[src/rtl/quoted_argument_tokenizer_unit_defines.svh]
// assertion macros shared by the tokenizer rtl
// expects clk and rst in the scope of the module that uses them
`ifndef QUOTED_ARGUMENT_TOKENIZER_UNIT_DEFINES_SVH
`define QUOTED_ARGUMENT_TOKENIZER_UNIT_DEFINES_SVH

// property must hold at every edge outside reset
`define QATU_ASSERT(lbl, prop, msg) \
  lbl: assert property (@(posedge clk) disable iff (rst) (prop)) else $error(msg);

// condition must never be seen outside reset
`define QATU_NEVER(lbl, cond, msg) \
  lbl: assert property (@(posedge clk) disable iff (rst) !(cond)) else $error(msg);

`endif

[src/rtl/qatu_pkg.sv]
// shared types and constants of the quoted argument tokenizer
// no dependencies
package qatu_pkg;

  // parse modes of the front end
  typedef enum logic [3:0] {
    MODE_IDLE    = 4'd0,
    MODE_UNQ     = 4'd1,
    MODE_DQ      = 4'd2,
    MODE_DQ_ESC  = 4'd3,
    MODE_DQ_X    = 4'd4,
    MODE_DQ_XH   = 4'd5,
    MODE_SQ      = 4'd6,
    MODE_SQ_ESC  = 4'd7,
    MODE_CLOSE   = 4'd8,
    MODE_DISCARD = 4'd9
  } mode_t;

  // character codes
  localparam logic [7:0] CH_NUL    = 8'h00;
  localparam logic [7:0] CH_BEL    = 8'h07;
  localparam logic [7:0] CH_BS     = 8'h08;
  localparam logic [7:0] CH_TAB    = 8'h09;
  localparam logic [7:0] CH_LF     = 8'h0A;
  localparam logic [7:0] CH_CR     = 8'h0D;
  localparam logic [7:0] CH_SPACE  = 8'h20;
  localparam logic [7:0] CH_DQUOTE = 8'h22;
  localparam logic [7:0] CH_SQUOTE = 8'h27;
  localparam logic [7:0] CH_BSLASH = 8'h5C;
  localparam logic [7:0] CH_LA     = 8'h61;
  localparam logic [7:0] CH_LB     = 8'h62;
  localparam logic [7:0] CH_LN     = 8'h6E;
  localparam logic [7:0] CH_LR     = 8'h72;
  localparam logic [7:0] CH_LT     = 8'h74;
  localparam logic [7:0] CH_LX     = 8'h78;

  localparam logic [7:0] COUNT_MAX = 8'hFF;

  // stream widths
  localparam int unsigned S_TDATA_W = 8;
  localparam int unsigned M_TDATA_W = 16;
  localparam int unsigned M_TUSER_W = 4;

  // results per input character
  localparam int unsigned MAX_ITEMS  = 3;
  localparam int unsigned ITEM_IDX_W = 2;

  // queue between front and back
  localparam int unsigned QDEPTH = 4;
  localparam int unsigned QPTR_W = $clog2(QDEPTH);
  localparam int unsigned QCNT_W = $clog2(QDEPTH + 1);

  typedef struct packed {
    logic [7:0] out_byte;
    logic       byte_valid;
    logic       arg_end;
    logic       line_done;
    logic       parse_error;
    logic [7:0] arg_count;
  } item_t;

  // all results caused by one character
  typedef struct packed {
    logic [ITEM_IDX_W-1:0]        num;
    item_t [MAX_ITEMS-1:0]        items;
  } bundle_t;

  // front to queue
  typedef struct packed {
    logic    valid;
    bundle_t bundle;
  } push_t;

  // queue to back
  typedef struct packed {
    logic    valid;
    bundle_t bundle;
  } head_t;

endpackage

[src/rtl/qatu_front.sv]
// front end: accepts characters, runs the parse mode machine and builds result bundles
// depends on qatu_pkg
module qatu_front (
  input  logic                            clk,
  input  logic                            rst,
  input  logic                            s_tvalid,
  output logic                            s_tready,
  input  logic [qatu_pkg::S_TDATA_W-1:0]  s_tdata,   // [7:0] char_code
  input  logic                            full,
  output qatu_pkg::push_t                 wr
);
  import qatu_pkg::*;

  mode_t      mode, mode_next;
  logic [7:0] held_hex_char, held_next;
  logic [7:0] completed_args, cnt_next;
  logic [7:0] c;
  logic       accept;
  bundle_t    bnd;
  logic       c_hex;
  logic       run_dq, run_sq, run_unq;

  assign c        = s_tdata;
  assign s_tready = !full;
  assign accept   = s_tvalid && s_tready;

  function automatic logic is_ws(input logic [7:0] ch);
    return (ch == CH_SPACE) || ((ch >= CH_TAB) && (ch <= CH_CR));
  endfunction

  function automatic logic is_sep(input logic [7:0] ch);
    return (ch == CH_SPACE) || (ch == CH_LF) || (ch == CH_CR) || (ch == CH_TAB);
  endfunction

  function automatic logic is_hex(input logic [7:0] ch);
    return ((ch >= 8'h30) && (ch <= 8'h39)) || ((ch >= 8'h61) && (ch <= 8'h66)) ||
           ((ch >= 8'h41) && (ch <= 8'h46));
  endfunction

  function automatic logic [3:0] hex_val(input logic [7:0] ch);
    logic [7:0] v;
    v = 8'h00;
    if ((ch >= 8'h30) && (ch <= 8'h39)) v = ch - 8'h30;
    else if ((ch >= 8'h61) && (ch <= 8'h66)) v = ch - 8'h57;
    else if ((ch >= 8'h41) && (ch <= 8'h46)) v = ch - 8'h37;
    return v[3:0];
  endfunction

  function automatic logic [7:0] esc_map(input logic [7:0] ch);
    logic [7:0] r;
    case (ch)
      CH_LA:   r = CH_BEL;
      CH_LB:   r = CH_BS;
      CH_LN:   r = CH_LF;
      CH_LR:   r = CH_CR;
      CH_LT:   r = CH_TAB;
      default: r = ch;
    endcase
    return r;
  endfunction

  // append one result to a bundle
  function automatic bundle_t add(input bundle_t b, input logic [7:0] by, input logic bv,
                                  input logic ae, input logic ld, input logic pe,
                                  input logic [7:0] cnt);
    bundle_t r;
    item_t   it;
    r              = b;
    it.out_byte    = bv ? by : 8'h00;
    it.byte_valid  = bv;
    it.arg_end     = ae;
    it.line_done   = ld;
    it.parse_error = pe;
    it.arg_count   = cnt;
    r.items[b.num] = it;
    r.num          = b.num + 1'b1;
    return r;
  endfunction

  function automatic mode_t dq_next(input logic [7:0] ch);
    mode_t m;
    if (ch == CH_BSLASH) m = MODE_DQ_ESC;
    else if (ch == CH_DQUOTE) m = MODE_CLOSE;
    else if (ch == CH_NUL) m = MODE_IDLE;
    else m = MODE_DQ;
    return m;
  endfunction

  function automatic mode_t sq_next(input logic [7:0] ch);
    mode_t m;
    if (ch == CH_BSLASH) m = MODE_SQ_ESC;
    else if (ch == CH_SQUOTE) m = MODE_CLOSE;
    else if (ch == CH_NUL) m = MODE_IDLE;
    else m = MODE_SQ;
    return m;
  endfunction

  function automatic mode_t unq_next(input logic [7:0] ch);
    mode_t m;
    if ((ch == CH_NUL) || is_sep(ch)) m = MODE_IDLE;
    else if (ch == CH_DQUOTE) m = MODE_DQ;
    else if (ch == CH_SQUOTE) m = MODE_SQ;
    else m = MODE_UNQ;
    return m;
  endfunction

  assign c_hex = is_hex(c);

  // next parse mode
  always_comb begin
    unique case (mode)
      MODE_UNQ:     mode_next = unq_next(c);
      MODE_DQ:      mode_next = dq_next(c);
      MODE_DQ_ESC: begin
        if (c == CH_LX) mode_next = MODE_DQ_X;
        else if (c == CH_NUL) mode_next = MODE_IDLE;
        else mode_next = MODE_DQ;
      end
      MODE_DQ_X:    mode_next = c_hex ? MODE_DQ_XH : dq_next(c);
      MODE_DQ_XH:   mode_next = c_hex ? MODE_DQ : dq_next(c);
      MODE_SQ:      mode_next = sq_next(c);
      MODE_SQ_ESC:  mode_next = (c == CH_SQUOTE) ? MODE_SQ : sq_next(c);
      MODE_CLOSE: begin
        if ((c == CH_NUL) || is_ws(c)) mode_next = MODE_IDLE;
        else mode_next = MODE_DISCARD;
      end
      MODE_DISCARD: mode_next = (c == CH_NUL) ? MODE_IDLE : MODE_DISCARD;
      default: begin
        if ((c == CH_NUL) || is_ws(c)) mode_next = MODE_IDLE;
        else mode_next = unq_next(c);
      end
    endcase
  end

  // results, held hex digit and argument count
  always_comb begin
    bnd       = '0;
    cnt_next  = completed_args;
    held_next = held_hex_char;
    run_dq    = 1'b0;
    run_sq    = 1'b0;
    run_unq   = 1'b0;
    unique case (mode)
      MODE_UNQ: run_unq = 1'b1;
      MODE_DQ:  run_dq  = 1'b1;
      MODE_DQ_ESC: begin
        if (c == CH_NUL) begin
          bnd      = add(bnd, CH_BSLASH, 1'b1, 1'b0, 1'b0, 1'b0, cnt_next);
          bnd      = add(bnd, CH_NUL, 1'b0, 1'b0, 1'b1, 1'b1, cnt_next);
          cnt_next = '0;
        end else if (c != CH_LX) begin
          bnd = add(bnd, esc_map(c), 1'b1, 1'b0, 1'b0, 1'b0, cnt_next);
        end
      end
      MODE_DQ_X: begin
        if (c_hex) begin
          held_next = c;
        end else begin
          bnd    = add(bnd, CH_LX, 1'b1, 1'b0, 1'b0, 1'b0, cnt_next);
          run_dq = 1'b1;
        end
      end
      MODE_DQ_XH: begin
        if (c_hex) begin
          bnd = add(bnd, {hex_val(held_hex_char), hex_val(c)}, 1'b1, 1'b0, 1'b0, 1'b0,
                    cnt_next);
        end else begin
          bnd    = add(bnd, CH_LX, 1'b1, 1'b0, 1'b0, 1'b0, cnt_next);
          bnd    = add(bnd, held_hex_char, 1'b1, 1'b0, 1'b0, 1'b0, cnt_next);
          run_dq = 1'b1;
        end
      end
      MODE_SQ: run_sq = 1'b1;
      MODE_SQ_ESC: begin
        if (c == CH_SQUOTE) begin
          bnd = add(bnd, CH_SQUOTE, 1'b1, 1'b0, 1'b0, 1'b0, cnt_next);
        end else begin
          bnd    = add(bnd, CH_BSLASH, 1'b1, 1'b0, 1'b0, 1'b0, cnt_next);
          run_sq = 1'b1;
        end
      end
      MODE_CLOSE: begin
        if ((c == CH_NUL) || is_ws(c)) begin
          if (cnt_next != COUNT_MAX) cnt_next = cnt_next + 8'd1;
          bnd = add(bnd, CH_NUL, 1'b0, 1'b1, 1'b0, 1'b0, cnt_next);
          if (c == CH_NUL) begin
            bnd      = add(bnd, CH_NUL, 1'b0, 1'b0, 1'b1, 1'b0, cnt_next);
            cnt_next = '0;
          end
        end else begin
          bnd = add(bnd, CH_NUL, 1'b0, 1'b0, 1'b0, 1'b1, cnt_next);
        end
      end
      MODE_DISCARD: begin
        if (c == CH_NUL) begin
          bnd      = add(bnd, CH_NUL, 1'b0, 1'b0, 1'b1, 1'b1, cnt_next);
          cnt_next = '0;
        end
      end
      default: begin
        if (c == CH_NUL) begin
          bnd      = add(bnd, CH_NUL, 1'b0, 1'b0, 1'b1, 1'b0, cnt_next);
          cnt_next = '0;
        end else if (!is_ws(c)) begin
          run_unq = 1'b1;
        end
      end
    endcase

    // character handling shared by several modes, after any prefix bytes
    if (run_dq || run_sq) begin
      if (c == CH_NUL) begin
        bnd      = add(bnd, CH_NUL, 1'b0, 1'b0, 1'b1, 1'b1, cnt_next);
        cnt_next = '0;
      end else if ((c != CH_BSLASH) && !(run_dq && (c == CH_DQUOTE)) &&
                   !(run_sq && (c == CH_SQUOTE))) begin
        bnd = add(bnd, c, 1'b1, 1'b0, 1'b0, 1'b0, cnt_next);
      end
    end
    if (run_unq) begin
      if ((c == CH_NUL) || is_sep(c)) begin
        if (cnt_next != COUNT_MAX) cnt_next = cnt_next + 8'd1;
        bnd = add(bnd, CH_NUL, 1'b0, 1'b1, 1'b0, 1'b0, cnt_next);
        if (c == CH_NUL) begin
          bnd      = add(bnd, CH_NUL, 1'b0, 1'b0, 1'b1, 1'b0, cnt_next);
          cnt_next = '0;
        end
      end else if ((c != CH_DQUOTE) && (c != CH_SQUOTE)) begin
        bnd = add(bnd, c, 1'b1, 1'b0, 1'b0, 1'b0, cnt_next);
      end
    end
  end

  assign wr.valid  = accept && (bnd.num != '0);
  assign wr.bundle = bnd;

  always_ff @(posedge clk) begin
    if (rst) begin
      mode           <= MODE_IDLE;
      held_hex_char  <= '0;
      completed_args <= '0;
    end else if (accept) begin
      mode           <= mode_next;
      held_hex_char  <= held_next;
      completed_args <= cnt_next;
    end
  end

endmodule

[src/rtl/qatu_queue.sv]
// short queue of result bundles between front and back end
// depends on qatu_pkg and the assertion macro header
module qatu_queue (
  input  logic            clk,
  input  logic            rst,
  input  qatu_pkg::push_t wr,
  input  logic            pop,
  output logic            full,
  output qatu_pkg::head_t head
);
  import qatu_pkg::*;
  `include "quoted_argument_tokenizer_unit_defines.svh"

  bundle_t             slots [QDEPTH];
  logic [QPTR_W-1:0]   wr_ptr, rd_ptr;
  logic [QCNT_W-1:0]   count;

  assign full        = (count == QCNT_W'(QDEPTH));
  assign head.valid  = (count != '0);
  assign head.bundle = slots[rd_ptr];

  always_ff @(posedge clk) begin
    if (wr.valid) slots[wr_ptr] <= wr.bundle;
  end

  always_ff @(posedge clk) begin
    if (rst) begin
      wr_ptr <= '0;
      rd_ptr <= '0;
      count  <= '0;
    end else begin
      if (wr.valid) wr_ptr <= wr_ptr + 1'b1;
      if (pop)      rd_ptr <= rd_ptr + 1'b1;
      case ({wr.valid, pop})
        2'b10:   count <= count + 1'b1;
        2'b01:   count <= count - 1'b1;
        default: count <= count;
      endcase
    end
  end

  `QATU_NEVER(a_q_no_overflow, wr.valid && full && !pop, "bundle pushed into full queue")
  `QATU_NEVER(a_q_no_underflow, pop && !head.valid, "pop from empty queue")

endmodule

[src/rtl/qatu_back.sv]
// back end: walks the head bundle, one item per cycle unless stalled, into the output register
// depends on qatu_pkg and the assertion macro header
module qatu_back (
  input  logic                            clk,
  input  logic                            rst,
  input  qatu_pkg::head_t                 head,
  output logic                            pop,
  output logic                            m_tvalid,
  input  logic                            m_tready,
  output logic [qatu_pkg::M_TDATA_W-1:0]  m_tdata,   // [7:0] out_byte, [15:8] arg_count
  output logic [qatu_pkg::M_TUSER_W-1:0]  m_tuser,   // byte_valid, arg_end, line_done, parse_error
  output logic                            m_tlast
);
  import qatu_pkg::*;
  `include "quoted_argument_tokenizer_unit_defines.svh"

  logic [ITEM_IDX_W-1:0] sel;
  logic                  load;
  logic                  last;
  item_t                 cur;

  assign load = head.valid && (!m_tvalid || m_tready);
  assign cur  = head.bundle.items[sel];
  assign last = (sel == (head.bundle.num - 1'b1));
  assign pop  = load && last;

  always_ff @(posedge clk) begin
    if (rst) begin
      m_tvalid <= 1'b0;
      sel      <= '0;
    end else begin
      if (load) m_tvalid <= 1'b1;
      else if (m_tready) m_tvalid <= 1'b0;
      if (load) sel <= last ? '0 : sel + 1'b1;
    end
  end

  always_ff @(posedge clk) begin
    if (load) begin
      m_tdata <= {cur.arg_count, cur.out_byte};
      m_tuser <= {cur.parse_error, cur.line_done, cur.arg_end, cur.byte_valid};
      m_tlast <= last;
    end
  end

  `QATU_ASSERT(a_back_sel_in_bundle, head.valid |-> (sel < head.bundle.num), "item index past bundle")
  `QATU_ASSERT(a_back_one_kind, m_tvalid |-> $onehot0(m_tuser[2:0]), "item carries several kinds")
  `QATU_ASSERT(a_back_line_last, (m_tvalid && m_tuser[2]) |-> m_tlast, "line end not last of run")

endmodule

[src/rtl/quoted_argument_tokenizer_unit.sv]
// Shell-style argument splitter. One line character is taken per cycle on the s_ stream
// (a zero byte ends the line); the m_ stream returns argument bytes, end-of-argument
// markers, one end-of-line marker per line and error markers for unterminated quotes or
// a bad closing quote, after which the rest of the line is dropped. Each character gives
// zero to three result items; m_tlast flags the final item caused by a character. A
// character is accepted every cycle while the four-entry bundle queue between the parser
// and the output stage has room, with no wait on the output side. The output stage sends
// one item per cycle while m_tready is high, so sustained throughput is one character
// per cycle as long as characters average at most one result item, and otherwise is set
// by the total item count at one item per cycle. The items of an accepted character are
// queued as a bundle, then registered for output. There is no clearing pass after reset.
// Holds the top level; depends on qatu_pkg, qatu_front, qatu_queue and qatu_back.
module quoted_argument_tokenizer_unit (
  input  logic                            clk,
  input  logic                            rst,
  // character input
  input  logic                            s_tvalid,
  output logic                            s_tready,
  input  logic [qatu_pkg::S_TDATA_W-1:0]  s_tdata,   // [7:0] char_code
  // result items
  output logic                            m_tvalid,
  input  logic                            m_tready,
  output logic [qatu_pkg::M_TDATA_W-1:0]  m_tdata,   // [7:0] out_byte, [15:8] arg_count
  output logic [qatu_pkg::M_TUSER_W-1:0]  m_tuser,   // [0] byte_valid, [1] arg_end,
                                                     // [2] line_done, [3] parse_error
  output logic                            m_tlast    // last_of_run
);
  import qatu_pkg::*;

  push_t wr;     // bundle from the parser, valid only when it holds items
  head_t head;   // oldest queued bundle
  logic  full;
  logic  pop;

  // parser: mode machine, held hex digit and saturating argument count
  qatu_front u_front (
    .clk      (clk),
    .rst      (rst),
    .s_tvalid (s_tvalid),
    .s_tready (s_tready),
    .s_tdata  (s_tdata),
    .full     (full),
    .wr       (wr)
  );

  // decouples parsing from output backpressure
  qatu_queue u_queue (
    .clk  (clk),
    .rst  (rst),
    .wr   (wr),
    .pop  (pop),
    .full (full),
    .head (head)
  );

  // serializes each bundle into items, one per cycle unless the output is stalled
  qatu_back u_back (
    .clk      (clk),
    .rst      (rst),
    .head     (head),
    .pop      (pop),
    .m_tvalid (m_tvalid),
    .m_tready (m_tready),
    .m_tdata  (m_tdata),
    .m_tuser  (m_tuser),
    .m_tlast  (m_tlast)
  );

endmodule

[config.mk]
export PLATFORM = sky130hd
export DESIGN_NAME = quoted_argument_tokenizer_unit
export DESIGN_NICKNAME = d
export VERILOG_FILES = /design/src/rtl/qatu_pkg.sv /design/src/rtl/qatu_front.sv /design/src/rtl/qatu_queue.sv /design/src/rtl/qatu_back.sv /design/src/rtl/quoted_argument_tokenizer_unit.sv
export VERILOG_INCLUDE_DIRS = /design/src /design/src/rtl
export SDC_FILE = /design/constraint.sdc
export NUM_CORES = 1
export LEC_CHECK = 0
export BUFFER_PORTS_ARGS = -buffer_cell sky130_fd_sc_hd__buf_4
export CAP_MARGIN = 40
export CORE_ASPECT_RATIO = 1.4
export CORE_MARGIN = 5
export CORE_UTILIZATION = 55
export CTS_BUF_LIST = sky130_fd_sc_hd__clkbuf_16
export DETAILED_ROUTE_END_ITERATION = 10
export PLACE_DENSITY_LB_ADDON = 0.2
export SETUP_SLACK_MARGIN = 0.02
export SLEW_MARGIN = 20
export SYNTH_ARGS = -nofsm -noshare
export SYNTH_HDL_FRONTEND = slang
export SYNTH_SLANG_ARGS = --single-unit
[constraint.sdc]
create_clock -name clk -period 6 [get_ports clk]
set_input_delay 0.3 -clock clk [delete_from_list [all_inputs] [get_ports clk]]
set_output_delay 0.3 -clock clk [all_outputs]
set_load 0.05 [all_outputs]
Yosys cells after proc, flatten, opt, wreduce, memory -nomap -nowiden

Memory sizes are Yosys's and may differ from the RTL's. A register that Yosys moved wholly into a read port is not among the register bits.
Cells that the tools add are included.

Add/sub/neg operators: 17
Magnitude comparators: 21
Eq/ne operators: 32
Multiplexer cells: 83
Reductions and logical operators: 43

Operator list:

| kind                | number |
|---|---|
| $mux 62             | 11 |
| $pmux 62 s7         | 1 |
| $bwmux 60           | 5 |
| $mux 61             | 4 |
| $demux 20 s2        | 3 |
| $mux 8              | 12 |
| $mux 20             | 4 |
| $mux 4              | 20 |
| $eq 8x7->1 const B  | 7 |
| $bmux 20 s2         | 1 |
| $pmux 8 s5          | 1 |
| $pmux 4 s9          | 1 |
| $ge 8x7->1 const B  | 4 |
| $le 8x7->1 const B  | 4 |
| $eq 8x4->1 const B  | 3 |
| $eq 8x6->1 const B  | 3 |
| $logic_and 1x1->1   | 19 |
| $mux 19             | 1 |
| $add 8x1->8 const B | 2 |
| $eq 4x3->1 const B  | 4 |
| $ge 8x6->1 const B  | 2 |
| $le 8x6->1 const B  | 2 |
| $ne 8x6->1 const B  | 2 |
| $ne 8x7->1 const B  | 2 |
| other kinds (34)    | 78 |

Bits in registers: 51
Bits in writable memories: 248
Bits of input ports: 12
Memories kept: 1

Memory list:

| name          | words | bits a word | rd ports | clocked after Yosys merged registers in | wr ports | line             | RTL |
|---|---|---|---|---|---|---|---|
| u_queue.slots | 4     | 62          | 1        | 1                                       | 1        | qatu_queue.sv:14 | `bundle_t slots [QDEPTH];` |

Longest topological paths before layout

Gate-level depths: netlist of run 1.

Word-level depth: 28
Depth in mapped cells: 23

Hierarchy

Synthesis of run 1 repeated with hierarchy kept, for this count alone.

Cell total of the unflattened synthesis: 1,096
Area, all modules: 14,752.9 um2

Modules (own cells, without submodules):

| module     | instances | cells an instance | area an instance (um2) | seq. area each (um2) |
|---|---|---|---|---|
| qatu_queue | 1         | 367               | 9,442.8                | 7,627.3 |
| qatu_front | 1         | 616               | 4,060.1                | 400.4 |
| qatu_back  | 1         | 113               | 1,249.9                | 690.7 |

Worst setup path after synthesis of run 1

No wires, ideal clock.

Path kind: input to register
Start point: input s_tdata[1] (netlist bit)
End point: memory u_queue.slots[1][0] (netlist bit) (enable)
Library setup time: 0.426 ns
Arrival: 5.275 ns
Data required time: 5.574 ns
Setup slack: 0.299 ns
Stages: 16
Buffers on the path: 1
Cells stage by stage: inv_1 > ha_1 > or3b_2 > nor3_2 > clkbuf_1 > nor3b_1 > nor3_1 > a41o_1 > inv_1 > ha_1 > nand3_1 > o21ai_0 > ha_1 > o311ai_0 > a311oi_2 > and2_1

Longest elaborated chain between the ends: 22
Elaborated cells between the ends (all ways): 69
Classes of those cells: add/sub: 3; order compare: 8; eq/ne: 10; mux: 25; reduce/logical: 23

RTL lines:

| element                                             | line                                 | RTL |
|---|---|---|
| start, declared                                     | quoted_argument_tokenizer_unit.sv:19 | `input logic [qatu_pkg::S_TDATA_W-1:0] s_tdata,` |
| branches (longest 17 deep; another with $ge 8x4->1) | n/a                                  |  |
| $mux 62 (*)                                         | qatu_front.sv:220                    | `if (run_unq) begin` |
| $reduce_bool 2->1 (*)                               | qatu_front.sv:234                    | `assign wr.valid = accept && (bnd.num != '0);` |
| $logic_and 1x1->1 (*)                               | qatu_front.sv:234                    |  |
| $mux 1 (*)                                          | qatu_queue.sv:23                     | `if (wr.valid) slots[wr_ptr] <= wr.bundle;` |
| $mux 1 (implied by the code) (*)                    | qatu_queue.sv:23                     |  |
| end, declared                                       | qatu_queue.sv:14                     |  |

Mark *: on every way between the ends.

Worst setup path in the final report of run 1

Start point: register u_front.mode[1]
End point: register u_queue.count[2]

Longest elaborated chain between the ends: 19
Elaborated cells between the ends (all ways): 39
Classes of those cells: add/sub: 3; eq/ne: 11; mux: 12; reduce/logical: 13

RTL lines:

| element                                                | line              | RTL |
|---|---|---|
| start, declared                                        | qatu_front.sv:14  | `mode_t mode, mode_next;` |
| start signal, assigned                                 | qatu_front.sv:243 | `mode <= mode_next;` |
| branches (longest 14 deep; another with $add 2x1->2)   | n/a               |  |
| $mux 62 (*)                                            | qatu_front.sv:220 |  |
| $reduce_bool 2->1 (*)                                  | qatu_front.sv:234 |  |
| $logic_and 1x1->1 (*)                                  | qatu_front.sv:234 |  |
| $eq 2x1->1 / $eq 2x2->1 (equally long branches)        | qatu_queue.sv:34  | `case ({wr.valid, pop})` |
| $pmux 3 s2 / $reduce_bool 2->1 (equally long branches) | n/a               |  |
| end signal, assigned                                   | qatu_queue.sv:35  | `2'b10: count <= count + 1'b1;` |
| end signal, assigned                                   | qatu_queue.sv:36  | `2'b01: count <= count - 1'b1;` |
| end signal, assigned                                   | qatu_queue.sv:37  | `default: count <= count;` |
| end, declared                                          | qatu_queue.sv:16  | `logic [QCNT_W-1:0] count;` |

Marks and branches as above.
A chain may end at the register's enable or synchronous reset.

==> results of run 1 <==
==> worst min path at each step <==
stage	startpoint	to	slack (ns)	cells past startpoint
after global routing	m_tready	u_back.m_tvalid$_SDFFE_PP0P_	0.09	3
after global placement	u_back.m_tvalid$_SDFFE_PP0P_	u_back.m_tvalid$_SDFFE_PP0P_	0.50	2
after detailed placement	u_back.m_tvalid$_SDFFE_PP0P_	u_back.m_tvalid$_SDFFE_PP0P_	0.52	2
after floorplan	u_queue.count[2]$_SDFFE_PP0P_	u_queue.count[2]$_SDFFE_PP0P_	0.48	2
final	m_tready	u_back.m_tvalid$_SDFFE_PP0P_	0.08	3
after CTS	m_tready	u_back.m_tvalid$_SDFFE_PP0P_	0.05	3
==> power breakdown <==
part | switching [uW] | internal, uW | leakage [uW] | total [uW]
Clock | 725 | 818 | 0.000417 | 1540
Sequential | 191 | 2900 | 0.00277 | 3090
Combinational | 1520 | 915 | 0.00248 | 2430
==> registers in the layout, indices dropped and copies added, names as in the netlist, named ones only <==
name                    count
u_front.completed_args      8
u_front.held_hex_char       8
u_back.sel                  2
u_back.m_tvalid             1
u_back.m_tlast              1
u_queue.count               3
u_queue.rd_ptr              2
u_back.m_tuser              4
u_queue.slots             248
u_front.mode                4
u_back.m_tdata             16
u_queue.wr_ptr              2
==> layout make-up <==
cell class / count / area, um^2 / share of cell area [%]
Clock buffer: 27 / 676 / 4.09
Timing Repair Buffer: 75 / 684 / 4.14
Tap cell: 365 / 457 / 2.76
Sequential cell: 301 / 8720 / 52.8
Multi-Input combinational cell: 732 / 5680 / 34.4
Inverter: 53 / 199 / 1.20
Clock inverter: 22 / 105 / 0.636
==> through the flow <==
stage               cells  power (uW)  util, %  hold slack (ns)
finish               1575        7060     61.6           0.0829
global route         1575        7410     61.6           0.0851
CTS                  1574        7110     61.6           0.0510
detailed placement   1525        5570     58.7            0.519
global placement     1521        5490     58.5            0.497
floorplan            1160        4790        -            0.485
==> per-layer routing <==
metal / vias to the layer above / wire, um / track usage (%)
li1: 4586 / - / -
met1: 5014 / 15600 / 34.3
met2: 437 / 19200 / 42.8
met3: 83 / 2050 / 2.35
met4: 0 / 1410 / 9.65
met5: - / 0 / 0
==> Yosys cell counts, drive strengths merged, types with 7 or more instances <==
cell and count:
edfxtp 269, nor2 84, nand2 79, o21ai 67
a21oi 65, mux4 62, clkbuf 58, inv 52
nand3 33, dfxtp 32, mux2i 28, o22ai 25
ha 22, nor3 20, and2 19, buf 16
nand2b 15, a31oi 14, a22oi 13, a32o 9
o211ai 9, xnor2 9, a211oi 8, nor2b 8
a221oi 7, and3 7, nand4 7
==> critical path: stages (launching register included) <==
cell and delay, ns:
dfxtp_1 0.68, or3b_2 0.52, a2111o_1 0.41, a211o_1 0.29, and2_1 0.23, and2_1 0.26
xor2_1 0.31, inv_1 0.11, ha_1 0.30, o311ai_0 0.55, a311oi_2 0.23, inv_1 0.10
ha_1 0.19, inv_1 0.07, fa_1 0.43, xor2_1 0.16, or3_1 0.30, a21oi_1 0.14
==> logic make-up after synthesis <==
| group | synth area share (%) |
|---|---|
| multiplexers | 11.3 |
| AO/OA/AOI/OAI | 13.2 |
| adder cells (fa/ha/maj) | 1.98 |
| buffers and inverters | 3.35 |
| flip-flops | 58.6 |
| XOR/XNOR | 0.882 |
| AND/OR/NAND/NOR | 10.7 |
==> metrics.yaml, run 1 <==
drt:
  wire_per_inst_um: 24.3
  drtPass1Iterations: 5
  drtIter0Drc: 1005
  route.vias.total: 10100
  drc_errors: 0
  wl_um: 38300
  detail-route-antenna-nets: 0
  viasPerCell: 6.43
placed_design:
  io_buffers: 34
  gp_congestion: 0.945
  pre_cts_slack_ns: 0.356
  dp_hpwl_um: 26800
  dpl_cell_area_mm2: 0.0157
floorplan:
  die_area_mm2: 0.0305
  die_w_um: 149
  start_util_pct: 55.5
  die-height_um: 205
  io_pins: 35
  rows: 71
  coreArea_mm2: 0.0268
grt:
  first_global_vias: 9941
  grt_start_max_net_pins: 63
  antenna_found_initial: 0
  grt_util_all_layers_pct: 25.3
  gr-total-overflow: 0
  grt_pass1_wl_um: 59100
synthesis:
  postSynthCellCount: 1160
  synth.top_cell.area_share_pct: 54.3
  yosys_warnings: 0
  ys.flop_type: "edfxtp_1"
  syn-num-nets: 1195
  ys_types: 87
  avgSynthCellArea_um2: 12.8
  synth_area_leaders: "edfxtp_1 (54%), mux4_2 (9.4%), dfxtp_1 (4.3%), a21oi_1 (2.2%), o21ai_0 (2.2%)"
  netlist_area_mm2: 0.0149
  synth-seq-cells: 301
  synth-edff-count: 269
  yosysSeqAreaShare_pct: 58.6
  yosys.area.top_type: "edfxtp_1"
  synthArstFlopShare_pct: 0
finish:
  drive_gt1_share_pct: 16.8
  fill_cells: 2118
  num_antenna_cells: 0
  syn2layout_area_growth_pct: 11.0
  final_cell_mix: "edfxtp_1 (269), nor2_1 (83), nand2_1 (79), a21oi_1 (65), o21ai_0 (64)"
  nets: 1225
  layout_commonest_cell: "edfxtp_1"
  final_cell_area_mm2: 0.0165
worst_setup_path:
  path_max_fanout: 17
  cp_data_required_time_ns: 6.48
  rr_endpoint: "u_queue.count[2]$_SDFFE_PP0P_"
  start_kind: "flop"
  startpoint: "u_front.mode[1]$_SDFFE_PP0P_"
  rrSetupSlack_ns: 0.65
  r2r_cells: 17
  worstSetupEndpoint: "u_queue.count[2]$_SDFFE_PP0P_"
  r2r-start: "u_front.mode[1]$_SDFFE_PP0P_"
  critPathCaptureType: "flop"
  critPathArrivalTime_ns: 5.83
  critical_path_class: "flop to flop"
worst_hold_path:
  hold_class: "input pin to flop"
cts:
  insertion_delay_ns: 0.55
  htree_levels: 1
  postCtsHoldBufs: 0
  clkTransAtPathRegs_ns: 0.07
  cts_tree: "built"
  cts_root_buffer: "clkbuf_16"
  cts_resized: 0
  post-cts-setup-buffer-count: 0
  cts_sinks: 301
  clock_path_buffers: 3
  cts_buffers: 27
sta:
  worstMarginPinSlew_ns: 0.866
  hold_viol_final: 0
  setup_ws_ns: 0.653
  finalSetupTns_ns: 0
  slew_violations: 0
  period_needed_ns: 5.35
  setup_violations: 0
  clock.fmax_mhz: 187
  finClkSkew_ns: 0.0198
  fin_crit_sh_pct: 89.1
  max_slew_margin_pct: 42.3
  rsz0062_at_grt: "no"
job:
  cap_violations: 0
power_and_ir_drop:
  ir_drop_uv: 230
  p_per_area_mw_per_mm2: 427
  p_leak_uw: 0.00567
status:
  status: "completed"
Power figures use the tool's default switching activity.
==> run 2: changes to the inputs <==
--- a/config.mk
+++ b/config.mk
@@ -6,6 +6,7 @@
 export SDC_FILE = /design/constraint.sdc
 export NUM_CORES = 1
 export LEC_CHECK = 0
+export ABC_AREA = 1
 export BUFFER_PORTS_ARGS = -buffer_cell sky130_fd_sc_hd__buf_4
 export CAP_MARGIN = 40
 export CORE_ASPECT_RATIO = 1.4
==> run 2 against run 1 <==
- maximum frequency grew 6.4%
- register-to-register slack gained 0.32 ns
- first-iteration DRC count grew 23%
- sequential power grew 4%
- critical path type unchanged
==> metrics.yaml, run 2 <==
status:
  status: "completed"
finish:
  regMostFlops: "u_queue.slots"
  drive_gt1_share_pct: 12.8  # -4.0 points
  syn2layout_area_growth_pct: 10.9  # about the same
  num_antenna_cells: 0  # unchanged
  final_cell_mix: "edfxtp_1 (269), nand2_1 (254), nor2_1 (221), o21ai_0 (207), inv_1 (132)"
  largest_reg_flops: 248  # unchanged
  nets: 1707  # +39%
  layout_top_registers: "u_queue.slots: 248 flops, u_back.m_tdata: 16 flops"
  fill_cells: 2397  # +13%
  final_cell_area_mm2: 0.0172  # +4.3%
  layout_commonest_cell: "edfxtp_1"
floorplan:
  die_w_um: 152  # +2.0%
  die-height_um: 209  # +2.1%
  rows: 72  # +1.4%
  start_util_pct: 56.0  # +0.51 points
  io_pins: 35  # unchanged
  die_area_mm2: 0.0318  # +4.1%
  coreArea_mm2: 0.0277  # +3.4%
synthesis:
  synth-seq-cells: 301  # unchanged
  synth.most_common_cell: "edfxtp_1"
  yosys-top-cells-count: "edfxtp_1 (269), nand2_1 (254), nor2_1 (225), o21ai_0 (207), inv_1 (128)"
  synth_xor_area_share_pct: 0.507  # -0.38 points
  synth_fa_ha_area_share_pct: 1.90  # -0.083 points
  synth-edff-count: 269  # unchanged
  syn-num-nets: 1682  # +41%
  synth-compound-area-share_pct: 17.2  # +4.0 points
  synth_area_leaders: "edfxtp_1 (52%), o21ai_0 (6.7%), nand2_1 (6.1%), nor2_1 (5.4%), dfxtp_1 (4.1%)"
  yosysSeqAreaShare_pct: 56.1  # -2.5 points
  synthArstFlopShare_pct: 0  # unchanged
  yosys_warnings: 0  # unchanged
  netlist_area_mm2: 0.0155  # +4.4%
  synth_top_family_by_area: "simple AND/OR/NAND/NOR gates"
  muxShareOfSynthArea_pct: 0  # -11 points
  synth.top_cell.area_share_pct: 52.0  # -2.3 points
  ys_types: 51  # -41%
  postSynthCellCount: 1647  # +42%
  yosys.area.top_type: "edfxtp_1"
  ys.flop_type: "edfxtp_1"
  synth_simple_gate_area_share_pct: 18.4  # +7.7 points
  avgSynthCellArea_um2: 9.44  # -26%
cts:
  cts_root_buffer: "clkbuf_16"
  post-cts-setup-buffer-count: 0  # unchanged
  cts_buffers: 28  # +3.7%
  clock_path_buffers: 3  # unchanged
  insertion_delay_ns: 0.56  # about the same
  htree_levels: 1  # unchanged
  cts_tree: "built"
  clkTransAtPathRegs_ns: 0.07  # about the same
  cts_sinks: 301  # unchanged
drt:
  met3_wirelength_um: 2580  # +26%
  wl_um: 45400  # +18%
  top_layer: "met4"
  detail-route-antenna-nets: 0  # unchanged
  drtIter0Drc: 1235  # +23%
  met2_length_um: 22400  # +17%
  wl_met1_um: 18200  # +16%
  wire_per_inst_um: 22.0  # -9.7%
  viasPerCell: 6.08  # -5.3%
  drtPass1Iterations: 6  # +1
  drc_errors: 0  # unchanged
  route.vias.total: 12600  # +24%
sta:
  max_slew_margin_pct: 41.1  # -1.1 points
  fin_crit_sh_pct: 83.7  # -5.4 points
  finClkSkew_ns: 0.0348  # +0.0150 ns
  period_needed_ns: 5.02  # -0.322 ns
  clock.fmax_mhz: 199  # +6.4%
  setup_violations: 0  # unchanged
  slew_violations: 0  # unchanged
  worstMarginPinSlew_ns: 0.876  # +0.0100 ns
  finalSetupTns_ns: 0  # unchanged
  rsz0062_at_grt: "no"
  hold_viol_final: 0  # unchanged
worst_setup_path:
  r2r_cells: 31  # +14
  slowest_delay_ns: 0.43  # -0.25 ns
  path_max_fanout: 6  # -11
  start_kind: "flop"
  critPathArrivalTime_ns: 5.46  # -0.37 ns
  cp_data_required_time_ns: 6.43  # -0.05 ns
  cp_common_cell: "inv_1"
  critical_path_class: "flop to flop"
  crit_slowest_cell: "fa_1"
  critPathCaptureType: "flop"
power_and_ir_drop:
  switching_power_uw: 3120  # +28%
  p_leak_uw: 0.00653  # +15%
  seqPwrFrac_pct: 40.7  # -3.0 points
  power_frac_comb_pct: 38.2  # +3.7 points
  p_per_area_mw_per_mm2: 459  # +7.4%
  p_sw_share_pct: 39.5  # +5.0 points
  ir_drop_uv: 225  # -2.3%
  p_clk_share_pct: 21.1  # -0.7 points
  power_uw: 7910  # +12%
  p_int_uw: 4790  # +3.4%
worst_hold_path:
  hold_class: "input pin to flop"
  holdPathStages: 4  # +1
job:
  cap_violations: 0  # unchanged
placed_design:
  io_buffers: 34  # unchanged
  gp_congestion: 1.01  # +6.9%
  dpl_cell_area_mm2: 0.0163  # +3.5%
  dp_hpwl_um: 31900  # +19%
grt:
  antenna_found_initial: 0  # unchanged
  grt_pass1_wl_um: 70200  # +19%
  gr-total-overflow: 0  # unchanged
  grt_start_max_net_pins: 92  # +46%
  first_global_vias: 12200  # +22%
  grt_util_all_layers_pct: 27.8  # +2.5 points
[run 2: metal layers]
layer	vias to the layer above	global-route usage [%]
met5	-	0
met3	123	3.02
li1	5874	-
met4	0	12.4
met1	6087	35.9
met2	469	47.7
[run 2: through the flow]
| stage | instances | hold slack [ns] | worst slack, ns | util, % |
|---|---|---|---|---|
| 2_1_floorplan | 1647 | 0.362 | -0.0188 | - |
| 3_3_place_gp | 2004 | 0.446 | 0.898 | 58.6 |
| 3_5_place_dp | 2008 | 0.459 | 0.840 | 58.7 |
| 4_1_cts | 2062 | 0.134 | 1.06 | 61.9 |
| 5_1_grt | 2064 | 0.187 | 0.552 | 62.1 |
| 6_report | 2064 | 0.162 | 0.975 | 62.1 |
[run 2: timing repair]
| action | 4_1_cts | 5_1_grt |
|---|---|---|
| resized for setup | 0 | 0 |
| endpoints found under the hold margin | 2 | 0 |
| hold buffers | 2 | 0 |
[run 2: area by class of cell]
type / count / area (um^2) / share of cell area [%]
flip-flops and latches: 301 / 8720 / 50.6
repair buffers: 68 / 658 / 3.82
multi-input cells: 1117 / 5940 / 34.5
clock buffers: 29 / 726 / 4.21
inverters: 156 / 587 / 3.40
clock inverters: 23 / 138 / 0.798
well taps: 370 / 463 / 2.69
[run 2: power groups by stage]
stage	logic (uW)	registers, uW	clock network (uW)
4_1_cts	2980	3220	1700
2_1_floorplan	1680	3500	0
5_1_grt	3270	3250	1780
3_5_place_dp	2970	3260	0
6_report	3020	3220	1670
3_3_place_gp	2920	3260	0
[run 2: cells by family (layout without fill, tap and decap cells)]
family	after synthesis	after routing
XOR/XNOR	9	9
AO/OA/AOI/OAI	449	449
AND/OR/NAND/NOR	636	636
buffers and inverters	229	276
adder cells (fa/ha/maj)	23	23
flip-flops	301	301
[run 2: critical path, delay by kind of cell (launching register included)]
| family | cells | cell delay [ns] |
|---|---|---|
| and+or+nand+nor | 10 | 1.57 |
| adders and majority gates | 4 | 1.10 |
| buffers and inverters | 11 | 1.05 |
| AOI/OAI and AO/OA | 6 | 0.76 |
| DFF | 1 | 0.40 |
[run 2: final timing paths]
path | startpoint | end | slack (ns)
setup / recovery | u_front.mode[2]$_SDFFE_PP0P_ | u_queue.count[2]$_SDFFE_PP0P_ | 0.98
hold / removal | m_tready | u_back.m_tvalid$_SDFFE_PP0P_ | 0.16
setup reg to reg | u_front.mode[2]$_SDFFE_PP0P_ | u_queue.count[2]$_SDFFE_PP0P_ | 0.98
hold reg to reg | u_queue.rd_ptr[0]$_SDFFE_PP0P_ | flop | 0.47
==> run 3: changes to the inputs <==
--- a/config.mk
+++ b/config.mk
@@ -6,7 +6,7 @@
 export SDC_FILE = /design/constraint.sdc
 export NUM_CORES = 1
 export LEC_CHECK = 0
-export ABC_AREA = 1
+export ABC_AREA = 0
 export BUFFER_PORTS_ARGS = -buffer_cell sky130_fd_sc_hd__buf_4
 export CAP_MARGIN = 40
 export CORE_ASPECT_RATIO = 1.4
==> constraint.sdc (replaced) <==
create_clock -name clk -period 4.49 [get_ports clk]
set_input_delay 0.2245 -clock clk [delete_from_list [all_inputs] [get_ports clk]]
set_output_delay 0.2245 -clock clk [all_outputs]
set_load 0.05 [all_outputs]
==> run 3 against run 2 <==
- combinational power is 21% higher
- total power rose by 27%
- hold slack worse by 0.11 ns
- sequential power rose by 26%
- first-iteration DRC count decreased by 24%
- sequential share of layout area is 0.15 points lower
- clock skew fell by 0.012 ns
- maximum frequency rose by 17%
- critical endpoint is now u_queue.slots[1][41]$_DFFE_PP_
- largest cell class unchanged
==> metrics.yaml, run 3 (synthesized netlist as in run 1, its figures left out) <==
drt:
  wire_per_inst_um: 24.7  # +12%
  viasPerCell: 6.39  # +5.1%
  drc_errors: 0  # unchanged
  detail-route-antenna-nets: 0  # unchanged
  drtIter0Drc: 936  # -24%
  wl_um: 40500  # -11%
  route.vias.total: 10500  # -17%
  drtPass1Iterations: 7  # +1
job:
  cap_violations: 0  # unchanged
sta:
  fin_crit_sh_pct: 95.7  # +12 points
  worstMarginPinSlew_ns: 0.873  # -0.00265 ns
  finClkSkew_ns: 0.0228  # -0.0121 ns
  hold_viol_final: 0  # unchanged
  rsz0062_at_grt: "no"
  clock.fmax_mhz: 233  # +17%
  finalSetupTns_ns: 0  # unchanged
  setup_ws_ns: 0.192  # -0.783 ns
  slew_violations: 0  # unchanged
  period_needed_ns: 4.30  # -0.727 ns
  setup_violations: 0  # unchanged
  max_slew_margin_pct: 41.8  # +0.63 points
power_and_ir_drop:
  seqPwrFrac_pct: 40.4  # -0.3 points
  p_clk_share_pct: 23.5  # +2.4 points
  p_int_uw: 6620  # +38%
  p_sw_share_pct: 34.1  # -5.3 points
  power_frac_comb_pct: 36.2  # -2.0 points
  ir_drop_uv: 251  # +12%
  p_per_area_mw_per_mm2: 582  # +27%
  switching_power_uw: 3430  # +9.9%
  p_leak_uw: 0.00606  # -7.1%
cts:
  htree_levels: 1  # unchanged
  cts_buffers: 28  # unchanged
  cts_sinks: 301  # unchanged
  clkTransAtPathRegs_ns: 0.07  # about the same
  postCtsHoldBufs: 0  # -2
  cts_root_buffer: "clkbuf_16"
  insertion_delay_ns: 0.56  # about the same
  cts_tree: "built"
  clock_path_buffers: 3  # unchanged
placed_design:
  io_buffers: 34  # unchanged
  dp_hpwl_um: 28800  # -9.6%
  place_inst: 1588  # -21%
  gp_congestion: 0.967  # -4.3%
  pre_cts_slack_ns: 0.101  # -0.739 ns
worst_setup_path:
  rrSetupSlack_ns: 0.19  # -0.78 ns
  critPathCaptureType: "flop"
  r2r-start: "u_front.mode[1]$_SDFFE_PP0P_"
  critical_path_class: "flop to flop"
  cp_common_cell: "and2_1"
  start_kind: "flop"
  path_max_fanout: 7  # +1
  cp_cell_sequence: "or3b_2 -> a2111o_1 -> a211o_1 -> and2_1 -> and2_1 -> buf_4 -> o21ai_4 -> ha_4 -> buf_4 -> and2_1 -> a21oi_1 -> or2_2 -> a222oi_1"
  crit_slowest_cell: "a222oi_1"
  r2r_cells: 13  # -58%
  slowest_delay_ns: 0.77  # +0.34 ns
  critPathArrivalTime_ns: 4.52  # -0.94 ns
  rr_endpoint: "u_queue.slots[1][41]$_DFFE_PP_"
  cp_data_required_time_ns: 4.71  # -1.72 ns
  startpoint: "u_front.mode[1]$_SDFFE_PP0P_"
  worstSetupEndpoint: "u_queue.slots[1][41]$_DFFE_PP_"
status:
  status: "completed"
grt:
  grt_start_max_net_pins: 39  # -58%
  first_global_vias: 10500  # -14%
  grt-busiest-layer: "met2"
  antenna_found_initial: 1  # +1
  met1_usage_pct: 35.2  # -0.67 points
  met2_usage_pct: 45.8  # -1.8 points
  grtUsageMet3_pct: 2.72  # -0.30 points
  gr-total-overflow: 0  # unchanged
  grt_util_all_layers_pct: 26.9  # -0.97 points
  grt_pass1_wl_um: 62600  # -11%
floorplan:
  die_area_mm2: 0.0305  # -4.0%
  io_pins: 35  # unchanged
  rows: 71  # -1.4%
  start_util_pct: 55.5  # -0.51 points
  die-height_um: 205  # -2.0%
  die_w_um: 149  # -2.0%
  coreArea_mm2: 0.0268  # -3.3%
finish:
  regMostFlops: "u_queue.slots"
  layout_top_registers: "u_queue.slots: 248 flops, u_back.m_tdata: 16 flops"
  final_cell_mix: "edfxtp_1 (269), buf_4 (122), nor2_1 (83), nand2_1 (79), a21oi_1 (65)"
  fin_cells: 1640  # -21%
  largest_reg_flops: 248  # unchanged
  syn2layout_area_growth_pct: 16.1
  layout_commonest_cell: "edfxtp_1"
  fill_cells: 2056  # -14%
  nets: 1288  # -25%
  drive_gt1_share_pct: 22.2  # +9.4 points
  num_antenna_cells: 0  # unchanged
worst_hold_path:
  hold_class: "input pin to flop"
run 3: worst min-delay path by stage:
| stage | startpoint | endpoint | cells after the start |
|---|---|---|---|
| after floorplan | m_tready | u_back.m_tvalid$_SDFFE_PP0P_ | 2 |
| after global placement | u_queue.rd_ptr[1]$_SDFFE_PP0P_ | flop | 2 |
| after detailed placement | u_queue.rd_ptr[1]$_SDFFE_PP0P_ | flop | 2 |
| after CTS | s_tdata[4] | u_front.held_hex_char[4]$_SDFFE_PP0P_ | 3 |
| after global routing | rst | u_front.held_hex_char[6]$_SDFFE_PP0P_ | 2 |
| final | m_tready | u_back.m_tvalid$_SDFFE_PP0P_ | 3 |
run 3: layer usage:
metal  part of all wire [%]  vias up  routed length (um)
li1                       -     4711                   -
met1                     39     5216               15800
met2                     50      427               20400
met3                    5.7      124                2320
met4                    4.7        2                1900
met5                  0.032        -                  13
run 3: cell type report:
type,instances,area [um^2],share of cell area (%)
Inverter,53,199,1.15
Sequential cell,301,8720,50.5
Tap cell,365,457,2.64
Multi-Input combinational cell,732,5800,33.5
Clock inverter,23,184,1.06
Timing Repair Buffer,137,1200,6.94
Clock buffer,29,726,4.20
run 3: power groups by stage:
| stage | Sequential (uW) | Combinational [uW] | Clock (uW) |
|---|---|---|---|
| after floorplan | 4400 | 2040 | 0 |
| after global routing | 4110 | 3890 | 2510 |
| final | 4060 | 3640 | 2360 |
| after global placement | 4090 | 3540 | 0 |
| after detailed placement | 4120 | 3630 | 0 |
| after CTS | 4070 | 3650 | 2400 |
run 3: what timing repair did:
action,in CTS,in global routing
setup endpoints to repair,0,4
setup buffers,0,0
resized for setup,0,1
hold endpoints to repair,0,0
run 3: per-stage QoR:
step | hold WS (ns) | util, % | total power [uW] | instance area [um^2]
floorplan | 0.428 | - | 6440 | 15000
global placement | 0.520 | 60.7 | 7630 | 16300
detailed placement | 0.528 | 61.0 | 7750 | 16400
CTS | 0.0281 | 64.4 | 10100 | 17300
global route | 0.0782 | 64.4 | 10500 | 17300
finish | 0.0532 | 64.4 | 10100 | 17300
run 3: worst max-delay path: cells and delay by family, from the launching register on:
kind                       cells  cell delay (ns)
DFF                            1             0.33
and+or+nand+nor                5             1.39
buffers and inverters          2             0.31
AOI/OAI and AO/OA              5             1.75
adders and majority gates      1             0.18
